--- config.mk ---
export PLATFORM = sky130hd
export DESIGN_NAME = peu_ctrl
export DESIGN_NICKNAME = d
export VERILOG_FILES = /design/src/rtl/peu_pkg.sv /design/src/rtl/peu_ctrl.sv
export SDC_FILE = /design/constraint.sdc
export NUM_CORES = 1
export LEC_CHECK = 0
export ABC_AREA = 1
export BUFFER_PORTS_ARGS = -buffer_cell sky130_fd_sc_hd__buf_2
export CAP_MARGIN = 5
export CORE_MARGIN = 10
export CORE_UTILIZATION = 44
export CTS_CLUSTER_DIAMETER = 30
export CTS_CLUSTER_SIZE = 12
export DETAILED_ROUTE_END_ITERATION = 8
export PLACE_DENSITY = 0.76
export SYNTH_ARGS = -nofsm -noshare
export SYNTH_HDL_FRONTEND = slang
export SYNTH_SLANG_ARGS = --single-unit
export TNS_END_PERCENT = 10
--- constraint.sdc ---
create_clock -name i_clk -period 1.47 [get_ports i_clk]
set_input_delay 0.147 -clock i_clk [delete_from_list [all_inputs] [get_ports i_clk]]
set_output_delay 0.147 -clock i_clk [all_outputs]
set_load 0.005 [all_outputs]
--- src/rtl/peu_pkg.sv ---
// Shared types, codes and fixed-point helpers of the particle Euler integrator.
// Used by peu_ctrl, peu_datapath and particle_euler_integrator_top.
package peu_pkg;

    localparam int FRAC_BITS  = 16;
    localparam int WORD_W     = 32;
    localparam int S_TDATA_W  = 96;    // three 32-bit vector components
    localparam int S_TUSER_W  = 3;     // operation
    localparam int M_TDATA_W  = 200;   // 6 x 32 bits + flag, padded to bytes
    localparam int CFG_IDX_W  = 2;
    localparam int CFG_DATA_W = 63;

    // operation codes
    localparam logic [2:0] OP_ADD_FORCE = 3'd0;
    localparam logic [2:0] OP_FORCE_ACC = 3'd1;
    localparam logic [2:0] OP_STEP      = 3'd2;
    localparam logic [2:0] OP_CLR_FORCE = 3'd3;
    localparam logic [2:0] OP_LOAD_POS  = 3'd4;
    localparam logic [2:0] OP_LOAD_VEL  = 3'd5;

    // integration modes (the unused code steps as explicit)
    localparam logic [1:0] MODE_EXPLICIT = 2'd0;
    localparam logic [1:0] MODE_SEMI     = 2'd1;
    localparam logic [1:0] MODE_KINEMAT  = 2'd2;

    // register indexes
    localparam logic [CFG_IDX_W-1:0] CFG_MODE   = 2'd0;
    localparam logic [CFG_IDX_W-1:0] CFG_DT     = 2'd1;
    localparam logic [CFG_IDX_W-1:0] CFG_INVM   = 2'd2;
    localparam logic [CFG_IDX_W-1:0] CFG_THRESH = 2'd3;

    localparam logic [30:0] DT_RESET     = 31'd1092;
    localparam logic [62:0] THRESH_RESET = 63'd4295;

    // multiplier operand selects
    localparam logic [1:0] MA_VEL   = 2'd0;
    localparam logic [1:0] MA_ACC   = 2'd1;
    localparam logic [1:0] MA_TMP   = 2'd2;
    localparam logic [1:0] MA_FORCE = 2'd3;

    localparam logic [1:0] MB_DT    = 2'd0;
    localparam logic [1:0] MB_DTH   = 2'd1;
    localparam logic [1:0] MB_INVM  = 2'd2;
    localparam logic [1:0] MB_VEL   = 2'd3;

    // state register updates
    localparam logic [1:0] UPD_HOLD = 2'd0;
    localparam logic [1:0] UPD_LOAD = 2'd1;   // take the captured vector
    localparam logic [1:0] UPD_ADD  = 2'd2;   // add scaled product (pos/vel) or vector (force)
    localparam logic [1:0] UPD_CLR  = 2'd3;   // force only

    localparam logic signed [WORD_W-1:0] SAT_MAX = 32'sh7FFF_FFFF;
    localparam logic signed [WORD_W-1:0] SAT_MIN = 32'sh8000_0000;

    typedef struct packed {
        logic       capture;
        logic       mul_en;
        logic [1:0] mul_a_sel;
        logic [1:0] mul_b_sel;
        logic [1:0] pos_op;
        logic [1:0] vel_op;
        logic [1:0] frc_op;
        logic       tmp_en;
        logic       acc_en;
        logic       sum_en;
        logic       out_load;
    } t_dp_cmd;

    function automatic logic signed [WORD_W-1:0] f_sat32(input logic signed [64:0] v);
        logic signed [WORD_W-1:0] r;
        if (!v[64] && (|v[63:31])) begin
            r = SAT_MAX;
        end else if (v[64] && !(&v[63:31])) begin
            r = SAT_MIN;
        end else begin
            r = v[31:0];
        end
        return r;
    endfunction

    function automatic logic signed [WORD_W-1:0] f_sadd(input logic signed [WORD_W-1:0] a,
                                                        input logic signed [WORD_W-1:0] b);
        logic signed [64:0] s;
        s = 65'(a) + 65'(b);
        return f_sat32(s);
    endfunction

    // product back to word: floor shift, then saturate
    function automatic logic signed [WORD_W-1:0] f_fin(input logic signed [63:0] p);
        logic signed [63:0] s;
        s = p >>> FRAC_BITS;
        return f_sat32(65'(s));
    endfunction

endpackage

--- src/rtl/peu_ctrl.sv ---
// Sequencer of the particle Euler integrator: input/output handshake and
// per-cycle datapath commands. Depends on peu_pkg.
module peu_ctrl (
    input  logic                i_clk,
    input  logic                i_rst_n,
    input  logic                i_s_tvalid,
    input  logic [2:0]          i_op,
    output logic                o_s_tready,
    output logic                o_m_tvalid,
    input  logic                i_m_tready,
    input  logic [1:0]          i_mode,
    output peu_pkg::t_dp_cmd    o_cmd
);
    import peu_pkg::*;

    localparam logic [2:0] S_IDLE = 3'd0;
    localparam logic [2:0] S_X1   = 3'd1;
    localparam logic [2:0] S_X2   = 3'd2;
    localparam logic [2:0] S_X3   = 3'd3;
    localparam logic [2:0] S_X4   = 3'd4;
    localparam logic [2:0] S_SQ   = 3'd5;
    localparam logic [2:0] S_SUM  = 3'd6;
    localparam logic [2:0] S_OUT  = 3'd7;

    logic [2:0] r_state, n_state;
    logic [2:0] r_op, n_op;
    logic       r_m_valid, n_m_valid;
    logic       w_accept;
    t_dp_cmd    w_cmd;

    assign o_s_tready = (r_state == S_IDLE);
    assign w_accept   = i_s_tvalid && o_s_tready;
    assign o_m_tvalid = r_m_valid;
    assign o_cmd      = w_cmd;

    always_comb begin
        n_state = r_state;
        n_op    = r_op;
        w_cmd   = '0;
        unique case (r_state)
            S_IDLE: begin
                if (w_accept) begin
                    w_cmd.capture = 1'b1;
                    n_op          = i_op;
                    n_state       = S_X1;
                end
            end
            S_X1: begin
                n_state = S_SQ;
                priority case (r_op)
                    OP_ADD_FORCE: w_cmd.frc_op = UPD_ADD;
                    OP_CLR_FORCE: w_cmd.frc_op = UPD_CLR;
                    OP_LOAD_POS:  w_cmd.pos_op = UPD_LOAD;
                    OP_LOAD_VEL:  w_cmd.vel_op = UPD_LOAD;
                    OP_FORCE_ACC: begin
                        w_cmd.mul_en    = 1'b1;
                        w_cmd.mul_a_sel = MA_FORCE;
                        w_cmd.mul_b_sel = MB_INVM;
                        n_state         = S_X2;
                    end
                    OP_STEP: begin
                        w_cmd.mul_en = 1'b1;
                        n_state      = S_X2;
                        priority case (i_mode)
                            MODE_SEMI: begin
                                w_cmd.mul_a_sel = MA_ACC;
                                w_cmd.mul_b_sel = MB_DT;
                            end
                            MODE_KINEMAT: begin
                                w_cmd.mul_a_sel = MA_ACC;
                                w_cmd.mul_b_sel = MB_DTH;
                            end
                            default: begin
                                w_cmd.mul_a_sel = MA_VEL;
                                w_cmd.mul_b_sel = MB_DT;
                            end
                        endcase
                    end
                    default: ;  // unused codes leave the state alone
                endcase
            end
            S_X2: begin
                if (r_op == OP_FORCE_ACC) begin
                    w_cmd.acc_en = 1'b1;
                    n_state      = S_SQ;
                end else begin
                    n_state = S_X3;
                    priority case (i_mode)
                        MODE_SEMI: w_cmd.vel_op = UPD_ADD;
                        MODE_KINEMAT: begin
                            w_cmd.tmp_en    = 1'b1;
                            w_cmd.mul_en    = 1'b1;
                            w_cmd.mul_a_sel = MA_ACC;
                            w_cmd.mul_b_sel = MB_DT;
                        end
                        default: begin
                            w_cmd.pos_op    = UPD_ADD;
                            w_cmd.mul_en    = 1'b1;
                            w_cmd.mul_a_sel = MA_ACC;
                            w_cmd.mul_b_sel = MB_DT;
                        end
                    endcase
                end
            end
            S_X3: begin
                n_state = S_X4;
                priority case (i_mode)
                    MODE_SEMI: begin
                        w_cmd.mul_en    = 1'b1;
                        w_cmd.mul_a_sel = MA_VEL;
                        w_cmd.mul_b_sel = MB_DT;
                    end
                    MODE_KINEMAT: begin
                        w_cmd.vel_op    = UPD_ADD;
                        w_cmd.mul_en    = 1'b1;
                        w_cmd.mul_a_sel = MA_TMP;
                        w_cmd.mul_b_sel = MB_DT;
                    end
                    default: begin
                        w_cmd.vel_op = UPD_ADD;
                        n_state      = S_SQ;
                    end
                endcase
            end
            S_X4: begin
                w_cmd.pos_op = UPD_ADD;
                n_state      = S_SQ;
            end
            S_SQ: begin
                w_cmd.mul_en    = 1'b1;
                w_cmd.mul_a_sel = MA_VEL;
                w_cmd.mul_b_sel = MB_VEL;
                n_state         = S_SUM;
            end
            S_SUM: begin
                w_cmd.sum_en = 1'b1;
                n_state      = S_OUT;
            end
            S_OUT: begin
                if (!r_m_valid || i_m_tready) begin
                    w_cmd.out_load = 1'b1;
                    n_state        = S_IDLE;
                end
            end
        endcase
    end

    always_comb begin
        n_m_valid = r_m_valid;
        if (w_cmd.out_load) begin
            n_m_valid = 1'b1;
        end else if (i_m_tready) begin
            n_m_valid = 1'b0;
        end
    end

    always_ff @(posedge i_clk) begin
        if (!i_rst_n) begin
            r_state   <= S_IDLE;
            r_op      <= OP_ADD_FORCE;
            r_m_valid <= 1'b0;
        end else begin
            r_state   <= n_state;
            r_op      <= n_op;
            r_m_valid <= n_m_valid;
        end
    end

    a_accept_starts: assert property (@(posedge i_clk) disable iff (!i_rst_n)
        w_accept |=> (r_state == S_X1))
        else $error("accepted word did not start the sequence");

    a_out_stall_holds: assert property (@(posedge i_clk) disable iff (!i_rst_n)
        (r_state == S_OUT && r_m_valid && !i_m_tready) |=> (r_state == S_OUT))
        else $error("result stage left while output register full");

    a_load_shows_valid: assert property (@(posedge i_clk) disable iff (!i_rst_n)
        w_cmd.out_load |=> r_m_valid)
        else $error("loaded result not marked valid");

    a_one_state_write: assert property (@(posedge i_clk) disable iff (!i_rst_n)
        $onehot0({w_cmd.pos_op != UPD_HOLD, w_cmd.vel_op != UPD_HOLD,
                  w_cmd.frc_op != UPD_HOLD, w_cmd.acc_en}))
        else $error("two state vectors written in one cycle");

endmodule

* Word level (Yosys, flattened, before mapping) *
Cells that the tools add are included.

storage, ports and cells
  register bits = 7
  latch bits = 0
  bits in writable memories = 0
  bits in read-only memories = 0
  output and inout bits = 18
  memories kept = 0

operators by class
  add/subtract/negate cells = 0
  $mul = 0
  divide/modulo/power cells = 0
  order comparisons = 0
  equality and inequality tests = 16
  shift-type cells = 0
  mux-type cells = 32
  bitwise operators = 0
  reduce and logical (&&, ||, !) cells = 10

operators by type and width
  cell                                                                      count
  3-bit one-hot mux with 8 select lines                                     1
  5-bit one-hot mux with 2 select lines                                     2
  5-bit one-hot mux with 4 select lines                                     1
  3-bit equality test (second input constant)                               6
  1-bit two-way mux                                                         13
  3-bit by 2-bit equality test with 1-bit output (second input constant)    4
  3-bit two-way mux                                                         4
  2-bit one-hot mux with 3 select lines                                     2
  2-bit two-way mux                                                         5
  9-bit two-way mux                                                         1
  3-bit by 1-bit equality test with 1-bit output (second input constant)    2
  3-bit logical NOT                                                         2
  3-bit one-hot mux with 2 select lines                                     1
  5-bit two-way mux                                                         1
  2-bit one-hot mux with 2 select lines                                     1
  2-bit AND reduction                                                       2
  2-bit OR reduction                                                        2
  2-bit by 1-bit equality test with 1-bit output (second input constant)    1
  2-bit equality test (second input constant)                               1
  2-bit by 1-bit inequality test with 1-bit output (second input constant)  1
  2-bit inequality test (second input constant)                             1
  2-bit nonzero test                                                        1
  1-bit logical AND                                                         1
  1-bit logical NOT                                                         1
  1-bit logical OR                                                          1

* Longest topological paths before layout *
Gate-level depths: netlist (run 1).

  depth after elaboration = 5
  gate-level depth with buffers = 8
  depth with buffers taken out = 8

* Worst setup path before layout (run 1) *
OpenSTA, ideal clock, no wires.

  path type = reg-to-output
  start point = register r_state[2]
  end point = output o_cmd[14] in the netlist's numbering
  data arrival time = 0.984 ns
  required time = 1.323 ns
  setup slack = 0.339 ns
  cell stages (with the launch flop) = 7
  path buffers = 0
  cell sequence = dfxtp_1 inv_4 nand3_2 inv_2 nand2_2 or2_1 nand3b_1

RTL lines
  element                 line             source
  start, declared         peu_ctrl.sv:25   logic [2:0] r_state, n_state;
  start signal, assigned  peu_ctrl.sv:163  r_state <= n_state;
  end, declared           peu_ctrl.sv:12   output peu_pkg::t_dp_cmd o_cmd

==> flow_metrics.tcl, run 1 <==
set metrics [dict create \
    reg2reg_to "r_op[1]$_SDFFE_PN0P_" \
    p_sw_share_pct 45.6 \
    avgSynthCellArea_um2 6.27 \
    synth_edf_count 0 \
    syn2layout_area_growth_pct 48.2 \
    dr.pass1.iters 2 \
    gr-usage-all-layers_pct 10.5 \
    ys_warn_count 0 \
    worst_slack_ns -0.00328 \
    fill_cells 102 \
    synth_cells 91 \
    fin_skew_ns 0.00262 \
    seq_power_share_pct 26.7 \
    reg2reg_depth 6 \
    syn_nets 103 \
    r2r_slack_ns 0.31 \
    hp-class "input port to flop" \
    drt-total-wl_mm 1.70 \
    htree_levels 1 \
    required_ns 1.32 \
    fmax_mhz 679 \
    vias_per_cell 4.93 \
    final_antenna_net_count 0 \
    finalHoldViolations 0 \
    worstSetupPathType "flop to output port" \
    cts_buffer_depth 2 \
    yosysTopAreaCell "dfxtp_1" \
    rows 12 \
    p_switching_mw 0.602 \
    clk_latency_ns 0.25 \
    grt_pass1_wl_mm 2.88 \
    rsz0062_at_grt "true" \
    cp-endpoint "o_cmd[14]" \
    vdd_drop_max_mv 1.03 \
    ctsRootBufferMaster "clkbuf_4" \
    cts_hold_buffers 0 \
    yosys-top-cells-count "17 x nand2_1, 14 x inv_1, 11 x nand3_1" \
    core-area_um2 1170 \
    grt_antenna_before_repair 0 \
    numCtsBuffers 3 \
    use_met3_pct 4.33 \
    seq_area_frac_synth_pct 24.6 \
    finalPower_mw 1.32 \
    startpoint_type "flop" \
    die_h_um 56.0 \
    nets 141 \
    tightest_slew_ns 0.222 \
    stdcell_area_um2 846 \
    gr-total-overflow 0 \
    path_clk_slew_ns 0.05 \
    port_buffers 26 \
    yosys_register_bits 7 \
    status "finished, violations left" \
    holdWs_ns 0.164 \
    start_util_pct 48.7 \
    syn_area_um2 571 \
    setup_tns_ns -0.00328 \
    place_inst 130 \
    crit_fanout 7 \
    ys_types 22 \
    fin_crit_sh_pct 100 \
    antenna_cells 0 \
    violations "negative setup slack" \
    drtIter0Drc 9 \
    grt_use_met2_pct 16.2 \
    grt_start_max_net_pins 9 \
    busiest_layer "met2" \
    die_area_um2 3140 \
    relSlewSlack_pct 85.2 \
    synth-async-reset-ratio_pct 0 \
    synthFlopType "dfxtp_1" \
    power_leakage_nw 0.463 \
    setup-violations-final 1 \
    io_pins 27 \
    synth_area_leaders "dfxtp_1 25%, nand2_1 11%, nand3_1 9.6%" \
    yosysMostFrequentCell "nand2_1" \
    place_hpwl_mm 1.29 \
    gp_congestion 0.871 \
    min_period_ns 1.47 \
    rr_startpoint "r_state[1]$_SDFFE_PN0P_" \
    detail_route.wl_per_cell_um 12.0 \
    hold_depth 3 \
    maxCapViolCount 0 \
    drc 0 \
    cts_tree "built" \
    layout.cells.non_filler 142 \
    post_dp_cell_area_um2 711 \
    crit_start "r_state[0]$_SDFFE_PN0P_" \
    combPwrFrac_pct 60.2 \
    layout-drive-gt1-share_pct 45.3 \
    die_x_um 56.0 \
    cts_sinks 7 \
    via_count 700 \
    grt_use_met1_pct 12.4 \
    synth_top_area_share_pct 24.6 \
    clkPwrFrac_pct 13.1 \
    powerDensity_nw_per_um2 1560 \
    regArea_um2 156 \
    critPathArrivalTime_ns 1.33 \
    first_global_vias 663 \
    worstSetupEndpointType "output port" \
    multi_input_area_um2 387 \
    internal_power_mw 0.717 \
    final_max_slew_viol_count 0 \
]
worst min path at each step:
| stage | startpoint | end |
|---|---|---|
| final | i_rst_n | r_state[2]$_SDFFE_PN0P_ |
| after global routing | i_rst_n | r_state[2]$_SDFFE_PN0P_ |
| after CTS | i_rst_n | r_state[2]$_SDFFE_PN0P_ |
| after detailed placement | i_op[2] | r_op[2]$_SDFFE_PN0P_ |
| after global placement | i_rst_n | r_state[2]$_SDFFE_PN0P_ |
| after floorplan | i_rst_n | r_state[1]$_SDFFE_PN0P_ |
logic make-up (layout without fill, tap and decap cells):
family / Yosys count / in the layout / share of synthesized area, %
and+or+nand+nor: 49 / 49 / 42.3
buffers and inverters: 18 / 55 / 12.9
AOI/OAI and AO/OA: 14 / 14 / 13.6
DFF: 7 / 7 / 24.6
adders and majority gates: 3 / 3 / 6.58
layer usage:
layer	share of wire, %	up-vias
li1	-	376
met1	47	303
met2	46	19
met3	6.0	2
met4	0.76	0
met5	0	-
worst max-delay path: stages, from the launching register on:
cell,delay (ns)
dfxtp_4,0.37
inv_4,0.07
nand3_4,0.07
inv_2,0.07
nand2_2,0.05
or2_1,0.24
nand3b_1,0.09
buf_2,0.11
cell type report:
| type | count | share of cell area [%] |
|---|---|---|
| Clock buffer | 4 | 3.11 |
| Sequential cell | 7 | 18.5 |
| Timing Repair Buffer | 34 | 22.5 |
| Inverter | 17 | 8.14 |
| Multi-Input combinational cell | 66 | 45.7 |
| Tap cell | 14 | 2.07 |
per-stage QoR:
stage,util [%],setup WS [ns]
after floorplan,-,0.339
after global placement,60.7,0.144
after detailed placement,60.7,0.148
after CTS,66.3,-0.0215
after global routing,72.2,-0.0785
final,72.2,-0.00328
layout by cell type, fill, tap and decap left out, types with 2 or more instances in the layout:
cell      instances
buf_2            26
nand2_1          16
nand3_1          11
inv_1            10
nor2_1            8
buf_4             8
inv_2             5
a21oi_1           5
o22ai_1           4
o21ai_0           4
dfxtp_4           4
nand2_2           3
ha_1              3
clkbuf_4          3
inv_4             2
nor3_1            2
nand3_4           2
nor4_2            2
dfxtp_1           2
sequential cells by signal, summed over array words and instances, names as in the netlist:
| signal | cells |
|---|---|
| r_op | 3 |
| r_state | 3 |
| o_m_tvalid | 1 |
power groups by stage:
| stage | logic, mW | registers [mW] | clock network [mW] |
|---|---|---|---|
| finish | 0.794 | 0.352 | 0.173 |
| global route | 0.894 | 0.364 | 0.198 |
| CTS | 0.688 | 0.342 | 0.179 |
| detailed placement | 0.627 | 0.327 | 0 |
| global placement | 0.618 | 0.324 | 0 |
| floorplan | 0.438 | 0.312 | 0 |
timing repair:
| item | CTS | global route |
|---|---|---|
| gates resized for setup | 8 | 11 |
| buffers inserted | 3 | 5 |
| pin swaps | 0 | 5 |
| endpoints found under the setup margin | 6 | 8 |
Note: power is estimated with default switching activity, not from simulation.
==> inputs of run 2 (changes only) <==
--- a/config.mk
+++ b/config.mk
@@ -5,15 +5,14 @@
 export SDC_FILE = /design/constraint.sdc
 export NUM_CORES = 1
 export LEC_CHECK = 0
-export ABC_AREA = 1
 export BUFFER_PORTS_ARGS = -buffer_cell sky130_fd_sc_hd__buf_2
 export CAP_MARGIN = 5
 export CORE_MARGIN = 10
-export CORE_UTILIZATION = 44
+export CORE_UTILIZATION = 46
 export CTS_CLUSTER_DIAMETER = 30
 export CTS_CLUSTER_SIZE = 12
 export DETAILED_ROUTE_END_ITERATION = 8
-export PLACE_DENSITY = 0.76
+export PLACE_DENSITY = 0.77
 export SYNTH_ARGS = -nofsm -noshare
 export SYNTH_HDL_FRONTEND = slang
 export SYNTH_SLANG_ARGS = --single-unit
==> constraint.sdc (replaced) <==
create_clock -name i_clk -period 1.47 [get_ports i_clk]
set_input_delay 0.3675 -clock i_clk [delete_from_list [all_inputs] [get_ports i_clk]]
set_output_delay 0.3675 -clock i_clk [all_outputs]
set_load 0.005 [all_outputs]
==> run 2 against run 1 <==
Non-clock buffer count increased by 12. Worst setup slack got worse by 0.27 ns. Via count increased by 9.0%. The flow still finishes with violations (negative setup slack). Clock power increased by 6%. Sequential power decreased by 16%. Hold slack improved by 0.19 ns. Synthesized cell count decreased by 12%. Largest cell class unchanged. Highest routed layer unchanged. Register-to-register slack got worse by 0.27 ns.
==> flow_metrics.tcl, run 2 <==
set metrics [dict create \
    start_util_pct 48.8 \
    syn_nets 92 \
    drt-total-wl_mm 2.03 \
    combPwrFrac_pct 55.2 \
    cts_sinks 7 \
    clkPwrFrac_pct 17.1 \
    setup_tns_ns -2.85 \
    synthFlopType "dfxtp_1" \
    min_period_ns 1.75 \
    syn2layout_area_growth_pct 55.3 \
    grt_start_max_net_pins 12 \
    path_clk_slew_ns 0.05 \
    final_cell_mix "26 x buf_2, 16 x buf_4, 10 x nor2_1" \
    hold_depth 3 \
    via_count 763 \
    rsz0062_at_grt "true" \
    status "finished, violations left" \
    r2r_slack_ns 0.04 \
    finalHoldViolations 0 \
    startpoint_type "flop" \
    gr-total-overflow 0 \
    grt_pass1_wl_mm 3.46 \
    rows 13 \
    yosys-top-cells-count "11 x nor2_1, 7 x dfxtp_1, 4 x a31oi_1, 4 x inv_1, 4 x nor3b_1" \
    final_antenna_net_count 0 \
    yosysTopAreaCell "dfxtp_1" \
    syn_area_um2 643 \
    place_inst 134 \
    hp-class "input port to flop" \
    die_area_um2 3290 \
    ctsRootBufferMaster "clkbuf_4" \
    gp_congestion 0.807 \
    vdd_drop_max_mv 0.785 \
    htree_levels 1 \
    cts_tree "built" \
    antenna_cells 0 \
    synth_top_area_share_pct 21.8 \
    critPathArrivalTime_ns 1.38 \
    seq_area_frac_synth_pct 21.8 \
    io_pins 27 \
    die_x_um 57.4 \
    synth-async-reset-ratio_pct 0 \
    ys_warn_count 0 \
    layout.cells.non_filler 139 \
    reg2reg_depth 5 \
    tightest_slew_ns 0.357 \
    relSlewSlack_pct 75.9 \
    grt_antenna_before_repair 0 \
    cts_buffer_depth 2 \
    core-area_um2 1320 \
    power_leakage_nw 0.505 \
    fill_cells 107 \
    fmax_mhz 573 \
    avgSynthCellArea_um2 8.04 \
    final_max_slew_viol_count 0 \
    worst_slack_ns -0.276 \
    dr.pass1.iters 4 \
    seq_power_share_pct 27.6 \
    synth_edf_count 0 \
    die_h_um 57.4 \
    internal_power_mw 0.670 \
    layout-drive-gt1-share_pct 55.6 \
    place_hpwl_mm 1.51 \
    drtIter0Drc 18 \
    vias_per_cell 5.49 \
    cts_hold_buffers 0 \
    first_global_vias 785 \
    setup-violations-final 17 \
    port_buffers 26 \
    worstSetupEndpointType "output port" \
    drc 0 \
    gr-usage-all-layers_pct 12.5 \
    synth_cells 80 \
    p_sw_share_pct 37.3 \
    ys_types 39 \
    maxCapViolCount 0 \
    required_ns 1.10 \
    mostFrequentLayoutCell "buf_2" \
    yosys_register_bits 7 \
    fin_crit_sh_pct 119 \
    worstSetupPathType "flop to output port" \
    powerDensity_nw_per_um2 1070 \
    clk_latency_ns 0.25 \
    detail_route.wl_per_cell_um 14.6 \
    nets 137 \
    yosysMostFrequentCell "nor2_1" \
    crit_fanout 5 \
    violations "negative setup slack" \
    p_switching_mw 0.399 \
    synth_area_leaders "dfxtp_1 22%, nor2_1 6.4%, ha_1 5.8%" \
    fin_skew_ns 0.00468 \
    numCtsBuffers 3 \
]
-- run 2: cell count changes in the layout (fill, tap and decap cells not counted), moves of 3 or more --
cell / delta
o22ai_1: -4
buf_4: +8
inv_2: -5
nand3_1: -11
nand2_2: -3
a31oi_1: +4
buf_6: +4
a21oi_1: -3
inv_1: -6
mux2i_1: +3
nand2_1: -13
-- run 2: area by class of cell --
class                      count  area [µm²]  area share (%)
clock buffer                   4        26.3            2.63
inverter                       4        15.0            1.50
multi-input combinational     63         489            49.0
sequential                     7         154            15.4
tap                           15        18.8            1.88
timing repair buffer          46         295            29.6
-- run 2: power groups by stage --
stage	clock network, mW	logic [mW]	registers [mW]
finish	0.183	0.590	0.295
global route	0.199	0.655	0.302
CTS	0.186	0.554	0.279
detailed placement	0	0.528	0.273
global placement	0	0.513	0.270
floorplan	0	0.300	0.256
-- run 2: cells by family after synthesis --
family | after synthesis | share of synthesized area, %
adders and majority gates | 3 | 5.84
buffers and inverters | 10 | 8.75
AOI/OAI and AO/OA | 16 | 17.5
muxes | 3 | 4.67
and+or+nand+nor | 40 | 40.1
DFF | 7 | 21.8
xor gates and xnor gates | 1 | 1.36
-- run 2: per-layer routing --
| layer | share of wire, % | GRT usage, % |
|---|---|---|
| met1 | 38 | 13.0 |
| met2 | 53 | 22.1 |
| met3 | 7.6 | 4.65 |
| met4 | 1.2 | 5.03 |
| met5 | 0 | 0 |
-- run 2: repair_timing --
action / in CTS / in global routing
setup endpoints to repair: 18 / 18
pin swaps: 4 / 2
resized for setup: 11 / 10
endpoints found under the hold margin: 0 / 0
buffers inserted: 1 / 0
-- run 2: path summary, 6_finish.rpt --
kind	startpoint	endpoint
max	r_op[2]$_SDFFE_PN0P_	o_cmd[13]
min	i_op[2]	r_op[2]$_SDFFE_PN0P_
max reg2reg	r_state[2]$_SDFFE_PN0P_	r_state[2]$_SDFFE_PN0P_
min reg2reg	r_state[0]$_SDFFE_PN0P_	r_state[0]$_SDFFE_PN0P_
-- run 2: critical path: stages (launching register included) --
cell     delay, ns
dfxtp_2       0.34
or3b_4        0.41
o21ai_2       0.12
and3b_1       0.16
buf_2         0.10
-- run 2: per-stage QoR --
stage / worst slack (ns) / power, mW / utilization [%] / area, µm² / hold WS [ns]
final: -0.276 / 1.07 / 75.8 / 998 / 0.353
after global routing: -0.353 / 1.16 / 75.8 / 998 / 0.363
after CTS: -0.285 / 1.02 / 72.7 / 958 / 0.350
after detailed placement: -0.207 / 0.800 / 67.8 / 893 / 0.560
after global placement: -0.169 / 0.783 / 67.8 / 893 / 0.543
after floorplan: 0.0171 / 0.556 / - / 643 / 0.500
==> inputs of run 3 (changes only) <==
--- a/config.mk
+++ b/config.mk
@@ -9,6 +9,7 @@
 export CAP_MARGIN = 5
 export CORE_MARGIN = 10
 export CORE_UTILIZATION = 46
+export CTS_BUF_LIST = sky130_fd_sc_hd__clkbuf_16
 export CTS_CLUSTER_DIAMETER = 30
 export CTS_CLUSTER_SIZE = 12
 export DETAILED_ROUTE_END_ITERATION = 8
==> constraint.sdc (replaced) <==
create_clock -name i_clk -period 1.9 [get_ports i_clk]
set_input_delay 0.475 -clock i_clk [delete_from_list [all_inputs] [get_ports i_clk]]
set_output_delay 0.475 -clock i_clk [all_outputs]
set_load 0.005 [all_outputs]
==> run 3 against run 2 <==
The flow still finishes with violations (negative setup slack). Critical path type unchanged. Clock power increased by 97%. Clock skew decreased by 0.0033 ns. Sequential power decreased by 19%. Utilization decreased by 5.9 points. First-iteration DRC count increased by 11%. Wire length increased by 2.2%. Die area unchanged. Critical endpoint is now o_cmd[12].
==> flow_metrics.tcl, run 3 (synthesis gave the netlist of run 2 again) <==
set metrics [dict create \
    layout-drive-gt1-share_pct 49.5 \
    die_area_um2 3290 \
    fmax_mhz 511 \
    grt_pass1_wl_mm 3.13 \
    gr-total-overflow 0 \
    port_buffers 26 \
    post_cts_buffers 0 \
    rows 13 \
    place_hpwl_mm 1.47 \
    htree_levels 1 \
    powerDensity_nw_per_um2 1010 \
    required_ns 1.42 \
    met3_length_um 184 \
    die_h_um 57.4 \
    cts_sinks 7 \
    violations "negative setup slack" \
    first_global_vias 707 \
    cts_buffer_depth 2 \
    worst_slack_ns -0.0564 \
    antenna_cells 0 \
    numCtsBuffers 3 \
    setup-violations-final 1 \
    worstSetupEndpointType "output port" \
    stdcell_area_um2 921 \
    io_pins 27 \
    p_switching_mw 0.311 \
    seq_power_share_pct 25.7 \
    clkPwrFrac_pct 38.6 \
    dp_slack_ns -0.0302 \
    holdWs_ns 0.476 \
    final_max_slew_viol_count 0 \
    min_period_ns 1.96 \
    vias_per_cell 5.70 \
    top_layer "met4" \
    worstSetupPathType "flop to output port" \
    startpoint_type "flop" \
    gr-usage-all-layers_pct 11.8 \
    nets 122 \
    gp_congestion 0.752 \
    met1_length_um 834 \
    grt_antenna_before_repair 0 \
    core-area_um2 1320 \
    drt-total-wl_mm 2.08 \
    via_count 707 \
    fin_crit_sh_pct 103 \
    dr_wl_met2_mm 1.00 \
    fin_skew_ns 0.00141 \
    power_leakage_nw 0.449 \
    mostFrequentLayoutCell "buf_2" \
    hp-class "input port to flop" \
    tightest_slew_ns 0.414 \
    status "finished, violations left" \
    post_dp_cell_area_um2 788 \
    start_util_pct 48.8 \
    clk_latency_ns 0.23 \
    dr.pass1.iters 4 \
    internal_power_mw 0.622 \
    cts_tree "built" \
    final_antenna_net_count 0 \
    critPathArrivalTime_ns 1.48 \
    rsz0062_at_grt "true" \
    die_x_um 57.4 \
    finalHoldViolations 0 \
    ctsRootBufferMaster "clkbuf_16" \
    crit_fanout 7 \
    drtIter0Drc 20 \
    detail_route.wl_per_cell_um 16.8 \
    syn2layout_area_growth_pct 43.2 \
    final_cell_mix "26 x buf_2, 11 x nor2_1, 5 x inv_1, 5 x buf_4, 5 x dfxtp_2" \
    grt_start_max_net_pins 14 \
    path_clk_slew_ns 0.04 \
    drc 0 \
    maxCapViolCount 0 \
    multi_input_area_um2 490 \
    fill_cells 119 \
    relSlewSlack_pct 72.3 \
    regArea_um2 150 \
    combPwrFrac_pct 35.6 \
    vdd_drop_max_mv 0.656 \
    p_sw_share_pct 33.3 \
]
-- run 3: cell count changes in the layout (fill, tap and decap cells not counted), moves of 2 or more --
| cell | change |
|---|---|
| dfxtp_2 | +3 |
| buf_6 | -4 |
| clkbuf_16 | +3 |
| buf_4 | -11 |
| dfxtp_4 | -2 |
| clkbuf_4 | -3 |
-- run 3: what timing repair did --
action	CTS	global route
hold buffers	0	0
pin swaps	0	2
hold endpoints to repair	0	0
resized for setup	6	9
endpoints found under the setup margin	8	12
-- run 3: layout make-up --
class                   count  area share, %
clock buffers               3           8.15
clock inverters             1          0.408
inverters                   4           1.63
multi-input cells          63           53.3
flip-flops and latches      7           16.3
well taps                  15           2.04
repair buffers             31           18.2
-- run 3: worst max-delay path, stage by stage, from the launching register on --
cell and delay, ns:
dfxtp_2 0.36, or3b_4 0.45, and2_1 0.20, o22ai_2 0.10
buf_2 0.14
-- run 3: stage by stage --
| step | util (%) | std cells | total power [mW] | TNS (ns) |
|---|---|---|---|---|
| 2_1_floorplan | - | 80 | 0.430 | 0 |
| 3_3_place_gp | 59.8 | 120 | 0.525 | 0 |
| 3_5_place_dp | 59.8 | 120 | 0.535 | -0.0302 |
| 4_1_cts | 66.8 | 124 | 0.904 | -0.0662 |
| 5_1_grt | 69.9 | 124 | 0.985 | -0.182 |
| 6_report | 69.9 | 124 | 0.934 | -0.0564 |
-- run 3: routing by layer --
metal  up-vias  global-route usage, %
li1        343                      -
met1       321                   12.4
met2        36                   19.6
met3         7                   4.87
met4         0                   6.04
met5         -                      0
-- run 3: worst paths after layout --
check                          startpoint                    to  slack, ns  depth (start not counted)
setup / recovery     r_op[2]$_SDFFE_PN0P_             o_cmd[12]      -0.06                          4
hold / removal                    i_op[0]  r_op[0]$_SDFFE_PN0P_       0.48                          3
setup reg to reg  r_state[2]$_SDFFE_PN0P_  r_op[1]$_SDFFE_PN0P_       0.48                          5
hold reg to reg      r_op[0]$_SDFFE_PN0P_  r_op[0]$_SDFFE_PN0P_       0.55                          2
-- run 3: power groups by stage --
stage          Combinational, mW  Clock [mW]  Sequential [mW]
3_5_place_dp               0.308           0            0.226
2_1_floorplan              0.232           0            0.198
5_1_grt                    0.362       0.375            0.247
3_3_place_gp               0.301           0            0.225
4_1_cts                    0.313       0.363            0.228
6_report                   0.333       0.361            0.240
